### config.mk
export PLATFORM = sky130hd
export DESIGN_NAME = salru_front
export DESIGN_NICKNAME = d
export VERILOG_FILES = /design/src/rtl/core/salru_pkg.sv /design/src/rtl/core/salru_front.sv
export SDC_FILE = /design/constraint.sdc
export NUM_CORES = 1
export LEC_CHECK = 0
export ABC_AREA = 1
export BUFFER_PORTS_ARGS = -buffer_cell sky130_fd_sc_hd__buf_4
export CELL_PAD_IN_SITES_DETAIL_PLACEMENT = 1
export CELL_PAD_IN_SITES_GLOBAL_PLACEMENT = 1
export CORE_MARGIN = 2
export CORE_UTILIZATION = 37
export CTS_CLUSTER_SIZE = 12
export DETAILED_ROUTE_END_ITERATION = 12
export HOLD_SLACK_MARGIN = 0.08
export PLACE_DENSITY_LB_ADDON = 0.1
export SYNTH_ARGS = -nofsm -noshare
export SYNTH_HDL_FRONTEND = slang
export SYNTH_SLANG_ARGS = --single-unit
### constraint.sdc
create_clock -name clk -period 4.5 [get_ports clk]
set_input_delay 0.225 -clock clk [delete_from_list [all_inputs] [get_ports clk]]
set_output_delay 0.225 -clock clk [all_outputs]
set_load 0.02 [all_outputs]
### src/rtl/core/salru_pkg.sv
// Shared constants and types for the set-associative LRU tag store.
`timescale 1ns / 1ps

package salru_pkg;

	localparam int MAX_SET_BITS = 6;
	localparam int MAX_WAYS     = 8;
	localparam int ADDR_BITS    = 64;

	localparam int NUM_SETS   = 1 << MAX_SET_BITS;
	localparam int OFFSET_MAX = ADDR_BITS - MAX_SET_BITS - 1;
	localparam int WAY_W      = (MAX_WAYS > 1) ? $clog2(MAX_WAYS) : 1;
	localparam int WAYS_W     = $clog2(MAX_WAYS + 1);
	localparam int RANK_W     = WAY_W;
	localparam int TAG_W      = ADDR_BITS - 1;
	localparam int SHIFT_W    = $clog2(ADDR_BITS);

	// configuration register widths and indexes
	localparam int CFG_IDX_W  = 2;
	localparam int CFG_DATA_W = 6;
	localparam int SETB_W     = 3;
	localparam int OFFB_W     = 6;

	localparam logic [CFG_IDX_W-1:0] CFG_SET_INDEX_BITS = 2'd0;
	localparam logic [CFG_IDX_W-1:0] CFG_OFFSET_BITS    = 2'd1;
	localparam logic [CFG_IDX_W-1:0] CFG_WAYS_IN_USE    = 2'd2;

	localparam logic [SETB_W-1:0] SETB_RESET = 3'd4;
	localparam logic [OFFB_W-1:0] OFFB_RESET = 6'd4;
	localparam logic [WAYS_W-1:0] WAYS_RESET = WAYS_W'(1);

	localparam logic [RANK_W-1:0] RANK_MAX = RANK_W'(MAX_WAYS - 1);

	// one classified access, passed from front to back
	typedef struct packed {
		logic [MAX_SET_BITS-1:0] set;
		logic [TAG_W-1:0]        tag;
		logic [WAYS_W-1:0]       ways;
	} item_t;

	// one set of the tag store: every way side by side
	typedef struct packed {
		logic [MAX_WAYS-1:0]              valid;
		logic [MAX_WAYS-1:0][RANK_W-1:0]  rank;
		logic [MAX_WAYS-1:0][TAG_W-1:0]   tag;
	} row_t;

endpackage

### src/rtl/core/salru_front.sv
// Front end: configuration registers, address split into set and tag, queue push.
`timescale 1ns / 1ps

module salru_front import salru_pkg::*; (
	input  logic                  clk,
	input  logic                  arst_n,
	input  logic                  start,
	input  logic [ADDR_BITS-1:0]  address,
	output logic                  busy,
	input  logic                  cfg_valid,
	output logic                  cfg_ready,
	input  logic [CFG_IDX_W-1:0]  cfg_index,
	input  logic [CFG_DATA_W-1:0] cfg_data,
	input  logic                  q_full,
	output logic                  push,
	output item_t                 push_item
);

	logic [SETB_W-1:0]       set_bits_q;
	logic [OFFB_W-1:0]       off_bits_q;
	logic [WAYS_W-1:0]       ways_q;
	logic [SETB_W-1:0]       s_c;
	logic [OFFB_W-1:0]       b_c;
	logic [WAYS_W-1:0]       n_c;
	logic [SHIFT_W-1:0]      sb_c;
	logic [ADDR_BITS-1:0]    addr_b_c;
	logic [MAX_SET_BITS-1:0] set_mask_c;

	assign cfg_ready = 1'b1;

	// configuration writes; unknown index is dropped
	always_ff @(posedge clk or negedge arst_n) begin
		if (!arst_n) begin
			set_bits_q <= SETB_RESET;
			off_bits_q <= OFFB_RESET;
			ways_q     <= WAYS_RESET;
		end else if (cfg_valid && cfg_ready) begin
			case (cfg_index)
				CFG_SET_INDEX_BITS: set_bits_q <= cfg_data[SETB_W-1:0];
				CFG_OFFSET_BITS:    off_bits_q <= cfg_data[OFFB_W-1:0];
				CFG_WAYS_IN_USE:    ways_q     <= cfg_data[WAYS_W-1:0];
				default: ;
			endcase
		end
	end

	// clamp register values at use
	always_comb begin
		if (set_bits_q == '0)
			s_c = SETB_W'(1);
		else if (set_bits_q > SETB_W'(MAX_SET_BITS))
			s_c = SETB_W'(MAX_SET_BITS);
		else
			s_c = set_bits_q;

		if (off_bits_q == '0)
			b_c = OFFB_W'(1);
		else if (off_bits_q > OFFB_W'(OFFSET_MAX))
			b_c = OFFB_W'(OFFSET_MAX);
		else
			b_c = off_bits_q;

		if (ways_q == '0)
			n_c = WAYS_W'(1);
		else if (ways_q > WAYS_W'(MAX_WAYS))
			n_c = WAYS_W'(MAX_WAYS);
		else
			n_c = ways_q;
	end

	// split the address
	assign sb_c       = SHIFT_W'(s_c) + SHIFT_W'(b_c);
	assign addr_b_c   = address >> b_c;
	assign set_mask_c = MAX_SET_BITS'((MAX_SET_BITS + 1)'(1) << s_c) - MAX_SET_BITS'(1);

	always_comb begin
		push_item.set  = addr_b_c[MAX_SET_BITS-1:0] & set_mask_c;
		push_item.tag  = TAG_W'(address >> sb_c);
		push_item.ways = n_c;
	end

	assign busy = q_full;
	assign push = start && !busy;

endmodule

# Word level (Yosys, flattened, before mapping)
# Cells that the tools add are included.
# totals
reg_bits	13
out_inout_bits	76
# op_classes
addsub	2
n_lt_le_gt_ge	3
eq_ne	2
shifts	3
muxes	6
n_bitwise	1
reduce_logical	9
# op_table
operator	n
right shift 64 x 6 -> 6 bit	1
right shift 64 x 6 -> 63 bit	1
2-to-1 mux 6 bit	2
2-to-1 mux 4 bit	2
adder 3 x 6 -> 6 bit	1
bitwise AND 6 bit	1
> comparator 6 bit, second input constant	1
logical NOT 6 bit	1
2-to-1 mux 3 bit	2
AND reduction 2 bit	3
<< shifter 1 x 3 -> 6 bit, first input constant	1
subtractor 6 x 2 -> 6 bit, second input constant	1
> comparator 4 bit, second input constant	1
logical NOT 4 bit	1
> comparator 3 bit, second input constant	1
logical NOT 3 bit	1
equality test 2 x 1 -> 1 bit, second input constant	1
equality test 2 bit, second input constant	1
logical NOT 2 bit	1
logical AND 1 bit	1
logical NOT 1 bit	1

# Depth between registers and ports, before layout
# depth
word_depth	6
ltp_mapped	22

# Worst setup path after synthesis
# OpenSTA, ideal clock, no wires.
# synth_path
path_kind	flip-flop to output port
from	register off_bits_q[5]
to	output push_item[16] (netlist bit)
arrival_time_ns	3.435
required_time_ns	4.275
setup_slack_ns	0.840
stages_incl_launch_ff	20
n_path_buf	5
cell_sequence	dfrtp_1 > buf_6 > nor2_1 > nand3_2 > nand3_2 > buf_6 > buf_6 > ha_1 > inv_1 > fa_1 > buf_2 > buf_1 > nor2_1 > a31oi_1 > nand2_1 > o21ai_0 > nand2_1 > nand3_1 > o21ai_0 > o21ai_0
# synth_lines
item	line	source
start, declared	salru_front.sv:20	logic [OFFB_W-1:0] off_bits_q;
start signal, assigned	salru_front.sv:40	CFG_OFFSET_BITS: off_bits_q <= cfg_data[OFFB_W-1:0];
end, declared	salru_front.sv:16	output item_t push_item

==> results by group <==
Clocking
  • Num CTS Buffers: 3
  • Post-CTS Resized: 0
  • CTS max path bufs: 2
  • CTS root buf: clkbuf_16
  • CTS tree: built
  • Clk pin slew, worst setup/hold paths: 0.04 ns
  • H-tree depth: 1
  • Worst-Skew Late Latency: 0.24 ns
  • Post-CTS Setup Bufs: 0
  • Hold buffers post-CTS: 1
  • CTS Sinks: 13

STA
  • Max Freq: 0.238 GHz
  • Max-slew headroom: 40.0%
  • Layout Skew: 0 ns
  • Hold Fails Final Rpt: 0
  • RSZ-0062 raised after global routing: no
  • Final Setup Violations: 0
  • WHS: 0.239 ns
  • Tightest Pin Transition: 0.897 ns
  • Final Max Slew Viols: 0
  • Final worst slack: 0.296 ns
  • Setup TNS Final: 0 ns
  • Period utilisation layout: 93.4%
  • Final min period: 4.20 ns

Critical path
  • Max incr delay on CP: 0.55 ns
  • Critical Path RT: 4.28 ns
  • Bufs and invs on worst path: 5
  • Slowest CP cell: fa_1
  • CP Max Fanout: 31
  • Critical path depth: 15
  • R2R depth: 2
  • Crit path DAT: 3.98 ns
  • Crit-path leading delay family: buffers and inverters
  • Startpoint types: register
  • Critical Path Sink Type: output pin
  • Crit Path Class: register to output pin
  • Most used cell, CP: nand2_1
  • Ordered list of cells on the worst path: inv_1, nand2_1, a21oi_1, ha_4, inv_1, fa_1, inv_2, buf_4, mux2i_1, o21ai_0, nand2_1, nand2_1, o21ai_0, o22ai_1, buf_4

Logic synthesis
  • Synth Register Bits: 13
  • Main area contributors after synthesis: nand2_1, nand3_1, o21ai_0
  • Synth cell types: 45
  • Yosys top cell by area: nand2_1
  • Mean post-synth cell area: 4.80 um2
  • Syn. warnings: 0
  • Syn Inst Count: 1482
  • Post-synthesis async set-or-reset flop share: 100%
  • Top FF cell, synth: dfrtp_1
  • Cell area after synthesis: 0.00712 mm2
  • Sequential share of the synthesized area: 4.62%
  • Share of the synthesized area in the top cell type: 28.7%
  • Post-synth EDFFs: 0

Power
  • Pwr Density: 681 mW/mm2
  • Register share of total power: 2.9%
  • PnR Total Power: 5700 uW
  • Comb power frac: 94.3%
  • Sw frac: 65.5%
  • Leakage power: 0.00436 uW
  • Int Pwr: 1960 uW
  • Clk pwr share: 2.9%
  • Psw: 3730 uW
  • Peak supply drop: 0.281 mV

Drt
  • DRC Markers: 0
  • Met3 wire len: 1.45 mm
  • Post-DRT Antenna Nets: 0
  • First-pass detailed-route iteration total: 5
  • Routed via count: 10023
  • DR WL/cell: 18.4 um
  • Uppermost layer routed: met4
  • M1 WL: 15.3 mm
  • Via density: 5.61
  • 1st-iter DRT viols: 767
  • Final wirelength: 32.9 mm
  • Met2 wire len: 15.3 mm

Cells and area
  • Syn-to-layout area delta: 17.5%
  • Final nets: 1636
  • Finished Layout Cells: 1788
  • Layout cells sized above 1: 14.0%

Placed design
  • Detail Placement HPWL: 26.7 mm
  • Number of port buffers: 151
  • Final Wtd Congestion: 0.934
  • Worst slack, placed: 0.523 ns
  • Placed cell count: 1782

Global route
  • First-pass GRT wire length: 51.0 mm
  • Gr usage total: 31.4%
  • Gr ovfl total: 0
  • Vias in the first global route: 9488
  • Initial antenna violation count: 1
  • Largest net degree at the start of global routing: 69

Die
  • Die Wd: 143 um
  • Core area: 0.0188 mm2
  • Die area: 0.0204 mm2
  • Initial core utilization: 37.9%
  • Vert. Die Dim: 143 um
  • # rows: 50
  • I/O Pins: 153

Hold path
  • Worst min path class: primary input to register
  • Cell depth of the worst hold path: 3

Outcome
  • Status: completed

Run
  • Max-cap viol count: 0
## area by class of cell
cell class / instances / area, um2
timing repair buffer: 181 / 1370
inverter: 102 / 385
antenna: 1 / 2.50
tap: 234 / 293
clock buffer: 4 / 78.8
multi-input combinational: 1253 / 5900
sequential: 13 / 329
fill: 2862 / 10400
## per-stage QoR
step	cell area [um2]	utilization [%]
finish	8370	44.6
global route	8360	44.6
CTS	8360	44.6
detailed placement	8280	44.1
global placement	8280	44.1
floorplan	7120	-
## Yosys cell counts, types with 2 or more instances
cell type,count
nand3b_1,3
dfrtp_1,10
o211ai_1,21
ha_1,4
or2_0,2
dfstp_2,3
nand3_1,260
mux2i_1,30
and2_1,2
inv_1,88
inv_2,13
buf_6,5
xor2_1,2
o22ai_1,14
a31oi_1,8
nand3_2,3
nand2_1,545
nor2_1,107
a211oi_1,2
nand4_1,2
o21ai_1,53
o21ai_0,148
clkbuf_1,46
or2_1,4
buf_2,44
buf_1,14
buf_4,6
nor2_2,3
a21oi_1,24
## cells in the final DEF, fill, tap and decap left out, types with 2 or more instances in the layout
master     count
o22ai_1       14
o21ai_0      148
nor2_2         3
nand3_2        3
dfstp_2        3
o211ai_1      21
a21oi_1       24
buf_4        179
or2_1          4
nand2_1      545
or2_0          2
nand3b_1       3
a31oi_1        8
nand3_1      260
conb_1         2
inv_1         87
a211oi_1       2
nand4_1        2
inv_2         14
clkbuf_16      3
dfrtp_1       10
o21ai_1       53
nor2_1       107
xor2_4         3
and2_1         2
mux2i_1       30
ha_1           3
## logic make-up (layout without fill, tap and decap cells)
| group | Yosys count | after routing | share of synthesized area, % |
|---|---|---|---|
| mux | 30 | 30 | 4.22 |
| buf+inv | 217 | 287 | 13.1 |
| fa+ha+maj | 5 | 5 | 0.984 |
| compound gates | 273 | 273 | 20.7 |
| flops | 13 | 13 | 4.62 |
| other cells | 1 | 3 | 0.0527 |
| simple gates | 938 | 938 | 55.3 |
| xor+xnor | 5 | 5 | 0.984 |
## registers in the layout, indices dropped and copies added (netlist names)
| register | count |
|---|---|
| ways_q | 4 |
| off_bits_q | 6 |
| set_bits_q | 3 |
## worst register-to-register path, delay by kind of cell (launching register included)
family | cells | cell delay (ns)
compound gates | 1 | 0.11
buf+inv | 1 | 0.35
flops | 1 | 0.47
## metal layers
layer  up-vias  GRT usage [%]
li1       5010              -
met3        43           1.41
met4         0           8.65
met5         -              0
met2       279           53.8
met1      4691           42.9
## path summary, 6_finish.rpt
check / startpoint / endpoint / slack (ns)
setup / recovery: set_bits_q[1] / push_item[20] / 0.30
hold / removal: cfg_data[4] / off_bits_q[4] / 0.24
setup reg to reg: off_bits_q[4] / off_bits_q[4] / 3.43
hold reg to reg: ways_q[0] / ways_q[0] / 0.52
max in group asynchronous: arst_n / set_bits_q[2] / 3.90
min in group asynchronous: arst_n / ways_q[3] / 0.37
## power by group through the flow
| stage | clock network, uW | logic (uW) | registers [uW] |
|---|---|---|---|
| after floorplan | 0 | 3670 | 155 |
| after global routing | 174 | 5930 | 167 |
| final | 164 | 5370 | 164 |
| after global placement | 0 | 5250 | 162 |
| after detailed placement | 0 | 5320 | 164 |
| after CTS | 166 | 5340 | 163 |
(Power assumes the default switching activity.)
