## src/rtl/core/salru_pkg.sv

```systemverilog
// Shared constants and types for the set-associative LRU tag store.
`timescale 1ns / 1ps

package salru_pkg;

	localparam int MAX_SET_BITS = 6;
	localparam int MAX_WAYS     = 8;
	localparam int ADDR_BITS    = 64;

	localparam int NUM_SETS   = 1 << MAX_SET_BITS;
	localparam int OFFSET_MAX = ADDR_BITS - MAX_SET_BITS - 1;
	localparam int WAY_W      = (MAX_WAYS > 1) ? $clog2(MAX_WAYS) : 1;
	localparam int WAYS_W     = $clog2(MAX_WAYS + 1);
	localparam int RANK_W     = WAY_W;
	localparam int TAG_W      = ADDR_BITS - 1;
	localparam int SHIFT_W    = $clog2(ADDR_BITS);

	// configuration register widths and indexes
	localparam int CFG_IDX_W  = 2;
	localparam int CFG_DATA_W = 6;
	localparam int SETB_W     = 3;
	localparam int OFFB_W     = 6;

	localparam logic [CFG_IDX_W-1:0] CFG_SET_INDEX_BITS = 2'd0;
	localparam logic [CFG_IDX_W-1:0] CFG_OFFSET_BITS    = 2'd1;
	localparam logic [CFG_IDX_W-1:0] CFG_WAYS_IN_USE    = 2'd2;

	localparam logic [SETB_W-1:0] SETB_RESET = 3'd4;
	localparam logic [OFFB_W-1:0] OFFB_RESET = 6'd4;
	localparam logic [WAYS_W-1:0] WAYS_RESET = WAYS_W'(1);

	localparam logic [RANK_W-1:0] RANK_MAX = RANK_W'(MAX_WAYS - 1);

	// one classified access, passed from front to back
	typedef struct packed {
		logic [MAX_SET_BITS-1:0] set;
		logic [TAG_W-1:0]        tag;
		logic [WAYS_W-1:0]       ways;
	} item_t;

	// one set of the tag store: every way side by side
	typedef struct packed {
		logic [MAX_WAYS-1:0]              valid;
		logic [MAX_WAYS-1:0][RANK_W-1:0]  rank;
		logic [MAX_WAYS-1:0][TAG_W-1:0]   tag;
	} row_t;

endpackage

```

## src/rtl/core/salru_queue.sv

```systemverilog
// Two-entry queue that decouples the front end from the tag store.
`timescale 1ns / 1ps

module salru_queue import salru_pkg::*; (
	input  logic  clk,
	input  logic  arst_n,
	input  logic  push,
	input  item_t push_item,
	output logic  full,
	output logic  empty,
	input  logic  pop,
	output item_t pop_item
);

	item_t       slot_q [2];
	logic        wr_ptr_q;
	logic        rd_ptr_q;
	logic [1:0]  count_q;

	assign full     = (count_q == 2'd2);
	assign empty    = (count_q == 2'd0);
	assign pop_item = slot_q[rd_ptr_q];

	// pointers and fill level
	always_ff @(posedge clk or negedge arst_n) begin
		if (!arst_n) begin
			wr_ptr_q <= 1'b0;
			rd_ptr_q <= 1'b0;
			count_q  <= 2'd0;
		end else begin
			if (push)
				wr_ptr_q <= !wr_ptr_q;
			if (pop)
				rd_ptr_q <= !rd_ptr_q;
			case ({push, pop})
				2'b10:   count_q <= count_q + 2'd1;
				2'b01:   count_q <= count_q - 2'd1;
				default: count_q <= count_q;
			endcase
		end
	end

	// payload slots
	always_ff @(posedge clk) begin
		if (push)
			slot_q[wr_ptr_q] <= push_item;
	end

`ifndef SYNTHESIS
	a_no_overflow: assert property (@(posedge clk) disable iff (!arst_n)
		full |-> !push) else $error("queue push while full");
	a_no_underflow: assert property (@(posedge clk) disable iff (!arst_n)
		empty |-> !pop) else $error("queue pop while empty");
	a_count_step: assert property (@(posedge clk) disable iff (!arst_n)
		(push && !pop) |=> (count_q == $past(count_q) + 2'd1))
		else $error("queue count did not advance on push");
`endif

endmodule

```

## config.mk

```make
export PLATFORM = sky130hd
export DESIGN_NAME = salru_queue
export DESIGN_NICKNAME = d
export VERILOG_FILES = /design/src/rtl/core/salru_pkg.sv /design/src/rtl/core/salru_queue.sv
export SDC_FILE = /design/constraint.sdc
export NUM_CORES = 1
export LEC_CHECK = 0
export BUFFER_PORTS_ARGS = -buffer_cell sky130_fd_sc_hd__buf_4
export CAP_MARGIN = 10
export CORE_ASPECT_RATIO = 1.5
export CORE_MARGIN = 2
export CORE_UTILIZATION = 35
export DETAILED_ROUTE_END_ITERATION = 12
export HOLD_SLACK_MARGIN = 0.08
export SLEW_MARGIN = 30
export SYNTH_ARGS = -nofsm -noshare
export SYNTH_HDL_FRONTEND = slang
export SYNTH_SLANG_ARGS = --single-unit
export TNS_END_PERCENT = 100
```

## constraint.sdc

```tcl
create_clock -name clk -period 12.15 [get_ports clk]
set_clock_uncertainty 0.2 [all_clocks]
set_input_delay 3.0375 -clock clk [delete_from_list [all_inputs] [get_ports clk]]
set_output_delay 3.0375 -clock clk [all_outputs]
set_load 0.02 [all_outputs]
```

After elaboration in Yosys (flattened, before gate mapping)
Memory sizes are Yosys's and may differ from the RTL's.
Index checks and enable logic that the tools add are counted.
W data, S select, Z words.

operators by class
  add/sub/neg operators = 2
  multiply operators = 0
  div/mod/pow operators = 0
  $lt $le $gt $ge = 0
  eq/ne operators = 3
  shift operators = 0
  muxes and demuxes = 3
  bitwise gates (word level) = 0
  reduce and logical (&&, ||, !) cells = 4

operators with widths
  kind                   number
  $eq A2 B2 Y1 const B   2
  $pmux W2 S2            1
  $add A2 B1 Y2 const B  1
  $eq A2 B1 Y1 const B   1
  $logic_not A1 Y1       2
  $logic_not A2 Y1       1
  $mux W1                2
  $reduce_bool A2 Y1     1
  $sub A2 B1 Y2 const B  1

word-level totals
  register bits = 4
  latch bits = 0
  bits in writable memories = 146
  bits in read-only memories = 0
  input bits = 77
  output and inout port bits = 75
  memories = 1

memory list
  memory  words  bits a word  read ports  clocked after Yosys merged registers in  wr ports  line               text
  slot_q  2      73           1           0                                        1         salru_queue.sv:15  item_t slot_q [2];

Logic depth before layout (Yosys ltp)
Gate-level depths: netlist of run 1.

  depth after elaboration = 2
  gate-level depth with buffers = 5

Worst setup path before layout of run 1
OpenSTA, ideal clock, no wires.

  path kind = input -> register
  start point = input push
  end point = memory slot_q[0][0] (netlist bit) (enable)
  library setup time = 506 ps
  data arrival time = 6157 ps
  required time = 11444 ps
  setup slack = 5287 ps
  stages on the path = 2
  buffers on the path = 0
  path through = inv_1 nor2_1

between the ends
  word-level cells in the longest chain between the ends = 2

RTL lines
  item                           line               text
  start, declared                salru_queue.sv:7   input logic push,
  $mux W1                        salru_queue.sv:45  if (push)
  $mux W1 (implied by the code)  salru_queue.sv:46  slot_q[wr_ptr_q] <= push_item;
  end, declared                  salru_queue.sv:15

No other way between the ends.

==> results of run 1 <==
-- final cells by class --
| cell class | count | area (um^2) | share of cell area, % |
|---|---|---|---|
| clock inverter | 13 | 123 | 1.60 |
| multi-input combinational | 84 | 1140 | 14.8 |
| clock buffer | 19 | 433 | 5.64 |
| sequential | 150 | 4490 | 58.5 |
| timing repair buffer | 156 | 1230 | 16.0 |
| tap | 206 | 258 | 3.36 |
| inverter | 1 | 3.75 | 0.0489 |
-- registers in the layout, indices dropped and copies added, names as in the netlist --
signal,flops
slot_q,146
count_q,2
rd_ptr_q,1
wr_ptr_q,1
-- power by group through the flow --
stage	Combinational [W]	Sequential (W)	Clock (W)
CTS	0.000670	0.000735	0.000504
global route	0.000699	0.000745	0.000524
floorplan	0.000452	0.000726	0
finish	0.000662	0.000733	0.000489
detailed placement	0.000669	0.000745	0
global placement	0.000653	0.000742	0
-- Yosys cell counts, drive strengths merged --
master	count	area share, %
xnor2	2	0.31
dfrtp	4	1.8
nor2	3	0.20
buf	8	1.5
xor2	3	0.46
edfxtp	146	77
nor2b	1	0.11
and2	1	0.11
inv	1	0.066
ha	1	0.22
mux2	73	18
-- stage by stage --
stage | instance area, um^2 | cells | hold slack (ps)
after global placement | 7040 | 594 | 277
after floorplan | 5700 | 243 | 256
final | 7670 | 629 | 300
after CTS | 7650 | 628 | 299
after detailed placement | 7090 | 596 | 285
after global routing | 7670 | 629 | 321
-- cells by family after synthesis --
group         count (synthesis)  synth area share [%]
mux                          73                  18.4
xor+xnor                      5                 0.769
flops                       150                  78.7
fa+ha+maj                     1                 0.220
buf+inv                       9                  1.54
simple gates                  5                 0.417
-- final timing paths --
path | slack, ps | depth (start not counted) | startpoint | endpoint
setup / recovery | 6530 | 4 | rd_ptr_q | pop_item[67]
hold / removal | 300 | 1 | count_q[1] | count_q[1]
setup reg to reg | 10130 | 2 | wr_ptr_q | slot_q[0][37]
hold reg to reg | 300 | 1 | count_q[1] | count_q[1]
max in group asynchronous | 9420 | 1 | arst_n | rd_ptr_q
min in group asynchronous | 2210 | 1 | arst_n | rd_ptr_q
-- metal layers --
| layer | wire [um] | global-route usage, % | up-vias |
|---|---|---|---|
| met1 | 3820 | 13.1 | 1376 |
| li1 | - | - | 1297 |
| met5 | 0 | 0 | - |
| met4 | 330 | 6.53 | 0 |
| met3 | 605 | 4.08 | 20 |
| met2 | 5770 | 21.6 | 89 |
==> impl_metrics.yaml, run 1 <==
power_and_ir_drop:
  sequentialPowerShare_pct: 38.9
  pwr-share-clk_pct: 26.0
  powerDensity_nw_per_um2: 246
  p_sw_w: 0.000579
  swShare_pct: 30.7
  p_int_w: 0.00131
  p_leak_nw: 3.04
  pwr-share-comb_pct: 35.1
  total_power_w: 0.00188
  ir_drop_v: 0.000147
clock_tree:
  cts_buffers: 17
  ctsResizeCount: 0
  cts_tree: "yes"
  clkLatencyLatePin_ps: 400
  cts.path.max_buffers: 2
  path_clk_slew_ps: 60
  cts_sinks: 150
  hold_buffers: 0
  cts-root-buf: "clkbuf_16"
  htreeDepth: 4
  post_cts_buffers: 0
global_route:
  grt_pass1_vias: 3054
  grt_start_max_net_pins: 52
  grt_pass1_wl_mm: 16.1
  antenna_found_initial: 0
  track_usage_pct: 12.4
  grt.overflow.total: 0
finish:
  utilization_pct: 47.8
  final_cell_mix: "buf_4 (153), edfxtp_1 (146), mux2_4 (60)"
  fillerInstances: 1379
  drive_gt1_share_pct: 61.7
  final_common_cell: "buf_4"
  diodes: 0
  nets: 488
  area_delta_synth_final_pct: 34.6
critical_path:
  cpPeakStageDelay_ps: 680
  cp_slowest_cell: "dfrtp_4"
  crit_fanout: 32
  crit_chain: "buf_4 > buf_16 > mux2_2 > buf_4"
  worst_path_dominant_cell_family: "buffers and inverters"
  critPathRequiredTime_ps: 8910
  startpoint_type: "flip-flop"
  path_common_cell: "buf_4"
  critPathArrivalTime_ps: 2390
  setup.worst_path.class: "flip-flop to output port"
  worstPathBufferInverterCount: 3
  endpoint_kind: "output port"
placement:
  place_ws_ps: 6760
  hpwlAfterDp_mm: 6.79
  numPortBuffers: 151
  globalplace.congestion: 0.712
sta:
  setup_viol: 0
  setup_slack_ps: 6530
  fmaxAchievable_mhz: 178
  period_minus_slack_ps: 5620
  fin_crit_sh_pct: 46.3
  slew_headroom_pct: 60.9
  maxSlewViolCount: 0
  final-hold-violation-count: 0
  rsz0062_at_grt: "false"
  worst_pin_slew_ps: 586
  tns_ps: 0
synth:
  yosysUniqueCellTypes: 13
  ys_seq_area_share_pct: 78.7
  ys_warn_count: 0
  synth_cells: 243
  synth_area_um2: 5700
  ys_seq_elements: 150
  syn_avg_cell_area_um2: 23.5
  synthesis.nets: 321
floorplan:
  initial_core_util_pct: 35.5
  coreArea_um2: 16000
  rows: 57
  die_area_um2: 17300
  io_pins: 152
  die_w_um: 108
  dieHeight_um: 160
run:
  maxCapViolCount: 0
detailed_routing:
  num_vias: 2782
  drt_first_pass_iters: 4
  viasPerCell: 4.42
  detail_route.iter0.violations: 108
  wirelength_mm: 10.5
  detail-route-antenna-nets: 0
  drc: 0
  detail_route.wl_per_cell_um: 16.7
status:
  status: "finished, final reports clean"
min_path:
  hold_path.class: "flip-flop to flip-flop"
No activity file was read; power rests on OpenSTA's default activity.
==> inputs of run 2 (changes only) <==
ABC_AREA = 1   (was default)
clock period = 5.2 ns   (was 12.15 ns; I/O delays follow)
==> run 2 against run 1 <==
Against the previous run:
- critical endpoint is now pop_item[70]
- largest power group unchanged
- combinational power grew 120%
- core utilization shrank 0.66 points
- synthesized area shrank 0.57%
- clock power grew to 2.5 times the previous value
==> impl_metrics.yaml, run 2 <==
status:
  status: "finished, final reports clean"
power_and_ir_drop:
  p_leak_nw: 3.18
  total_power_w: 0.00440
  powerDensity_nw_per_um2: 582
  ir_drop_v: 0.000245
critical_path:
  crit_chain: "buf_16 > o21ai_0 > buf_4"
  cp_slowest_cell: "dfrtp_4"
  worstPathBufferInverterCount: 2
  worst_path_dominant_cell_family: "flip-flops"
  crit_fanout: 78
  critPathRequiredTime_ps: 3700
  startpoint_type: "flip-flop"
  cpPeakStageDelay_ps: 630
  reg2reg_depth: 3
  setup.worst_path.class: "flip-flop to output port"
  critPathArrivalTime_ps: 1830
  cp_num_cells: 3
  endpoint_kind: "output port"
finish:
  fin_area_um2: 7570
  diodes: 0
  largest_reg_flops: 146
  area_delta_synth_final_pct: 33.6
  regMostFlops: "slot_q"
  drive_gt1_share_pct: 32.5
  reg_top3: "slot_q (146), count_q (2)"
  final_cell_mix: "buf_4 (153), edfxtp_1 (146), inv_1 (78), nand2_1 (78), o21ai_0 (57)"
  final_common_cell: "buf_4"
  final_cells: 782
  nets: 641
synth:
  ys_seq_area_share_pct: 79.1
  synth_common_cells: "edfxtp_1 (146), inv_1 (79), nand2_1 (78), o21ai_0 (57), o21ai_1 (16)"
  ys_top_cells_by_area: "edfxtp_1 (77%), inv_1 (5.2%), nand2_1 (5.2%), o21ai_0 (5.0%), buf_6 (2.6%)"
  synthesis.nets: 483
  synth_area_um2: 5670
  async_flop_share_pct: 2.67
  synth_edf_count: 146
  synth_cells: 405
  syn_avg_cell_area_um2: 14.0
  ys_warn_count: 0
  yosysUniqueCellTypes: 15
  synth_top_area_share_pct: 77.4
  ys_seq_elements: 150
  ys.flop_type: "edfxtp_1"
  yosysTopAreaCell: "edfxtp_1"
  synth.most_common_cell: "edfxtp_1"
clock_tree:
  cts_sinks: 150
  hold_buffers: 0
  cts_buffers: 17
  cts-root-buf: "clkbuf_16"
  post_cts_buffers: 0
  cts.path.max_buffers: 2
  clkLatencyLatePin_ps: 400
  ctsResizeCount: 0
  path_clk_slew_ps: 60
  htreeDepth: 4
  cts_tree: "yes"
floorplan:
  initial_core_util_pct: 35.3
  dieHeight_um: 160
  rows: 57
  die_area_um2: 17200
  die_w_um: 108
  io_pins: 152
  coreArea_um2: 16000
sta:
  slew_headroom_pct: 42.1
  fin_crit_sh_pct: 64.1
  final-hold-violation-count: 0
  period_minus_slack_ps: 3330
  maxSlewViolCount: 0
  setup_viol: 0
  setup_slack_ps: 1870
  rsz0062_at_grt: "false"
  tns_ps: 0
  fmaxAchievable_mhz: 300
  worst_pin_slew_ps: 868
detailed_routing:
  wirelength_mm: 10.5
  wl_met3_um: 679
  wl_met1_mm: 3.97
  detail_route.wl_per_cell_um: 13.4
  top_layer_used: "met4"
  detail_route.iter0.violations: 113
  drt_first_pass_iters: 4
  wl_met2_mm: 5.73
  detail-route-antenna-nets: 0
  viasPerCell: 4.29
  drc: 0
  num_vias: 3354
placement:
  hpwlAfterDp_mm: 6.85
  globalplace.congestion: 0.721
  numPortBuffers: 151
  place_ws_ps: 1740
  dpl_cell_area_um2: 6940
  place_inst: 749
global_route:
  grt_pass1_vias: 3444
  antenna_found_initial: 0
  track_usage_pct: 12.6
  grt_pass1_wl_mm: 16.5
  grt.overflow.total: 0
  grt_start_max_net_pins: 112
min_path:
  whs_path_depth: 2
  hold_path.class: "flip-flop to flip-flop"
run:
  maxCapViolCount: 0
## run 2: layout make-up
| cell class | count | area [um^2] |
|---|---|---|
| fill | 1451 | 8480 |
| sequential | 150 | 4490 |
| timing repair buffer | 155 | 1200 |
| multi-input combinational | 160 | 727 |
| clock buffer | 18 | 429 |
| inverter | 79 | 298 |
| tap | 206 | 258 |
| clock inverter | 14 | 173 |
## run 2: logic make-up (layout without fill, tap and decap cells)
group	Yosys count	after routing	synth area share (%)
AO/OA/AOI/OAI	73	73	6.45
adder cells (fa/ha/maj)	1	1	0.221
buffers and inverters	95	266	8.17
XOR/XNOR	3	3	0.464
flip-flops	150	150	79.1
AND/OR/NAND/NOR	83	83	5.56
## run 2: stage by stage
stage / hold slack [ps] / util [%]
finish: 305 / 47.2
global route: 343 / 47.2
CTS: 307 / 47.0
detailed placement: 289 / 43.2
global placement: 278 / 43.2
floorplan: 263 / -
## run 2: worst register-to-register path, delay by kind of cell (launching register included)
kind / cells / cell delay (ps)
simple gates: 1 / 100
flops: 1 / 420
buf+inv: 2 / 1200
## run 2: power by group
| group | switching, W | internal [W] |
|---|---|---|
| clock | 0.000475 | 0.000759 |
| combinational | 0.000909 | 0.000553 |
| sequential | 0.0000971 | 0.00161 |
| total | 0.00148 | 0.00292 |
## run 2: routing by layer
layer | track usage, % | up-vias
li1 | - | 1681
met1 | 13.0 | 1577
met2 | 22.9 | 88
met3 | 4.24 | 8
met4 | 4.90 | 0
met5 | 0 | -
## run 2: worst paths after layout
check	from	to	slack (ps)
setup reg to reg	wr_ptr_q	slot_q[1][9]	2990
setup / recovery	rd_ptr_q	pop_item[70]	1870
hold / removal	count_q[1]	count_q[1]	310
min in group asynchronous	arst_n	count_q[1]	480
max in group asynchronous	arst_n	rd_ptr_q	4210
hold reg to reg	count_q[1]	count_q[1]	310
==> inputs of run 3 (changes only) <==
clock period = 2.71 ns   (was 5.2 ns; I/O delays follow)
==> run 3 against run 2 <==
Against the previous run:
- die area stayed put
- clock power is 72% higher
- count of clock-buffer cells in the layout is 1 lower
- worst setup slack worse by 1700 ps
- final area is 0.48% lower
- first-iteration DRC count is 3.5% lower
- final cell count is 0.38% higher
- sequential cell count stayed put
- global-route usage hardly changed
==> impl_metrics.yaml, run 3 (synthesized netlist as in run 2, its figures left out) <==
floorplan:
  io_pins: 152
  die_area_um2: 17200
  coreArea_um2: 16000
  die_w_um: 108
  rows: 57
  initial_core_util_pct: 35.3
  dieHeight_um: 160
finish:
  multi_input_area_um2: 727
  diodes: 0
  reg_top3: "slot_q (146), count_q (2)"
  largest_reg_flops: 146
  final_cell_mix: "buf_4 (155), edfxtp_1 (146), inv_1 (78), nand2_1 (78), o21ai_0 (57)"
  final_common_cell: "buf_4"
  regArea_um2: 4490
  regMostFlops: "slot_q"
  drive_gt1_share_pct: 32.8
  nets: 644
  utilization_pct: 46.9
  fillerInstances: 1481
  area_delta_synth_final_pct: 32.9
detailed_routing:
  viasPerCell: 4.29
  detail-route-antenna-nets: 0
  num_vias: 3370
  detail_route.iter0.violations: 109
  wirelength_mm: 10.5
  drt_first_pass_iters: 4
  drc: 0
  detail_route.wl_per_cell_um: 13.3
critical_path:
  crit_start: "rd_ptr_q"
  reg2reg_slack_ps: 1080
  endpoint_kind: "output port"
  r2r_end: "slot_q[1][37]"
  timing.rr.start: "wr_ptr_q"
  critPathRequiredTime_ps: 1830
  reg2reg_depth: 3
  crit_fanout: 76
  critPathArrivalTime_ps: 1650
  setup.worst_path.class: "flip-flop to output port"
  startpoint_type: "flip-flop"
clock_tree:
  cts.path.max_buffers: 2
  post_cts_buffers: 0
  cts_buffers: 17
  ctsResizeCount: 0
  cts_sinks: 150
  hold_buffers: 1
  clkLatencyLatePin_ps: 400
  htreeDepth: 4
  cts-root-buf: "clkbuf_16"
  path_clk_slew_ps: 60
  cts_tree: "yes"
run:
  maxCapViolCount: 0
sta:
  final-hold-violation-count: 0
  setup_viol: 0
  fmaxAchievable_mhz: 395
  rsz0062_at_grt: "false"
  slew_headroom_pct: 63.9
  maxSlewViolCount: 0
  tns_ps: 0
  fin_crit_sh_pct: 93.3
  worst_pin_slew_ps: 542
  period_minus_slack_ps: 2530
min_path:
  hold_start: "push_item[51]"
  min_to: "slot_q[0][51]"
  hold_path.class: "primary input to flip-flop"
  whs_path_depth: 1
power_and_ir_drop:
  pwr-share-comb_pct: 35.1
  p_sw_w: 0.00287
  swShare_pct: 34.9
  ir_drop_v: 0.000504
  p_int_w: 0.00534
  sequentialPowerShare_pct: 39.1
  pwr-share-clk_pct: 25.8
  p_leak_nw: 3.16
  powerDensity_nw_per_um2: 1090
global_route:
  grt_pass1_vias: 3384
  grt.overflow.total: 0
  antenna_found_initial: 0
  grt_pass1_wl_mm: 16.4
  grt_start_max_net_pins: 77
  track_usage_pct: 12.6
placement:
  numPortBuffers: 151
  hpwlAfterDp_mm: 7.00
  globalplace.congestion: 0.718
status:
  status: "finished, final reports clean"
[run 3: per-stage QoR]
| step | total power [W] | instances | instance area [um^2] | hold WS (ps) | setup slack [ps] |
|---|---|---|---|---|---|
| 6_report | 0.00821 | 785 | 7530 | 255 | 181 |
| 5_1_grt | 0.00869 | 785 | 7530 | 228 | 113 |
| 4_1_cts | 0.00837 | 785 | 7530 | 232 | 148 |
| 3_5_place_dp | 0.00621 | 752 | 6980 | 279 | 591 |
| 3_3_place_gp | 0.00616 | 752 | 6980 | 278 | 607 |
| 2_1_floorplan | 0.00505 | 405 | 5680 | 182 | 287 |
[run 3: final cells by class]
cell class / count / area share (%)
multi-input cells: 160 / 9.65
inverters: 79 / 3.99
clock inverters: 15 / 1.59
flip-flops and latches: 150 / 59.6
clock buffers: 17 / 5.65
repair buffers: 158 / 16.1
well taps: 206 / 3.42
[run 3: how the worst max path moves through the flow]
stage                   end  slack [ps]  cells after the start
2_1_floorplan  slot_q[0][0]         290                      2
3_3_place_gp    pop_item[4]         610                      3
3_5_place_dp    pop_item[4]         590                      3
4_1_cts         pop_item[4]         150                      3
5_1_grt        pop_item[70]         110                      3
6_report       pop_item[69]         180                      3
[run 3: routing by layer]
layer | track usage, % | up-vias | part of all wire [%]
met5 | 0 | - | 0
met2 | 22.8 | 96 | 55
li1 | - | 1682 | -
met1 | 13.4 | 1582 | 38
met4 | 4.43 | 0 | 1.2
met3 | 4.20 | 10 | 6.1
[run 3: power by group through the flow]
stage / Clock [W] / Sequential (W) / Combinational, W
floorplan: 0 / 0.00323 / 0.00182
global placement: 0 / 0.00324 / 0.00292
detailed placement: 0 / 0.00326 / 0.00295
CTS: 0.00220 / 0.00321 / 0.00295
global route: 0.00229 / 0.00325 / 0.00315
finish: 0.00212 / 0.00321 / 0.00288
[run 3: worst max-delay path, cell delays in order (launching register included)]
cell,delay [ps]
dfrtp_4,500
buf_12,210
o21ai_0,320
buf_4,210
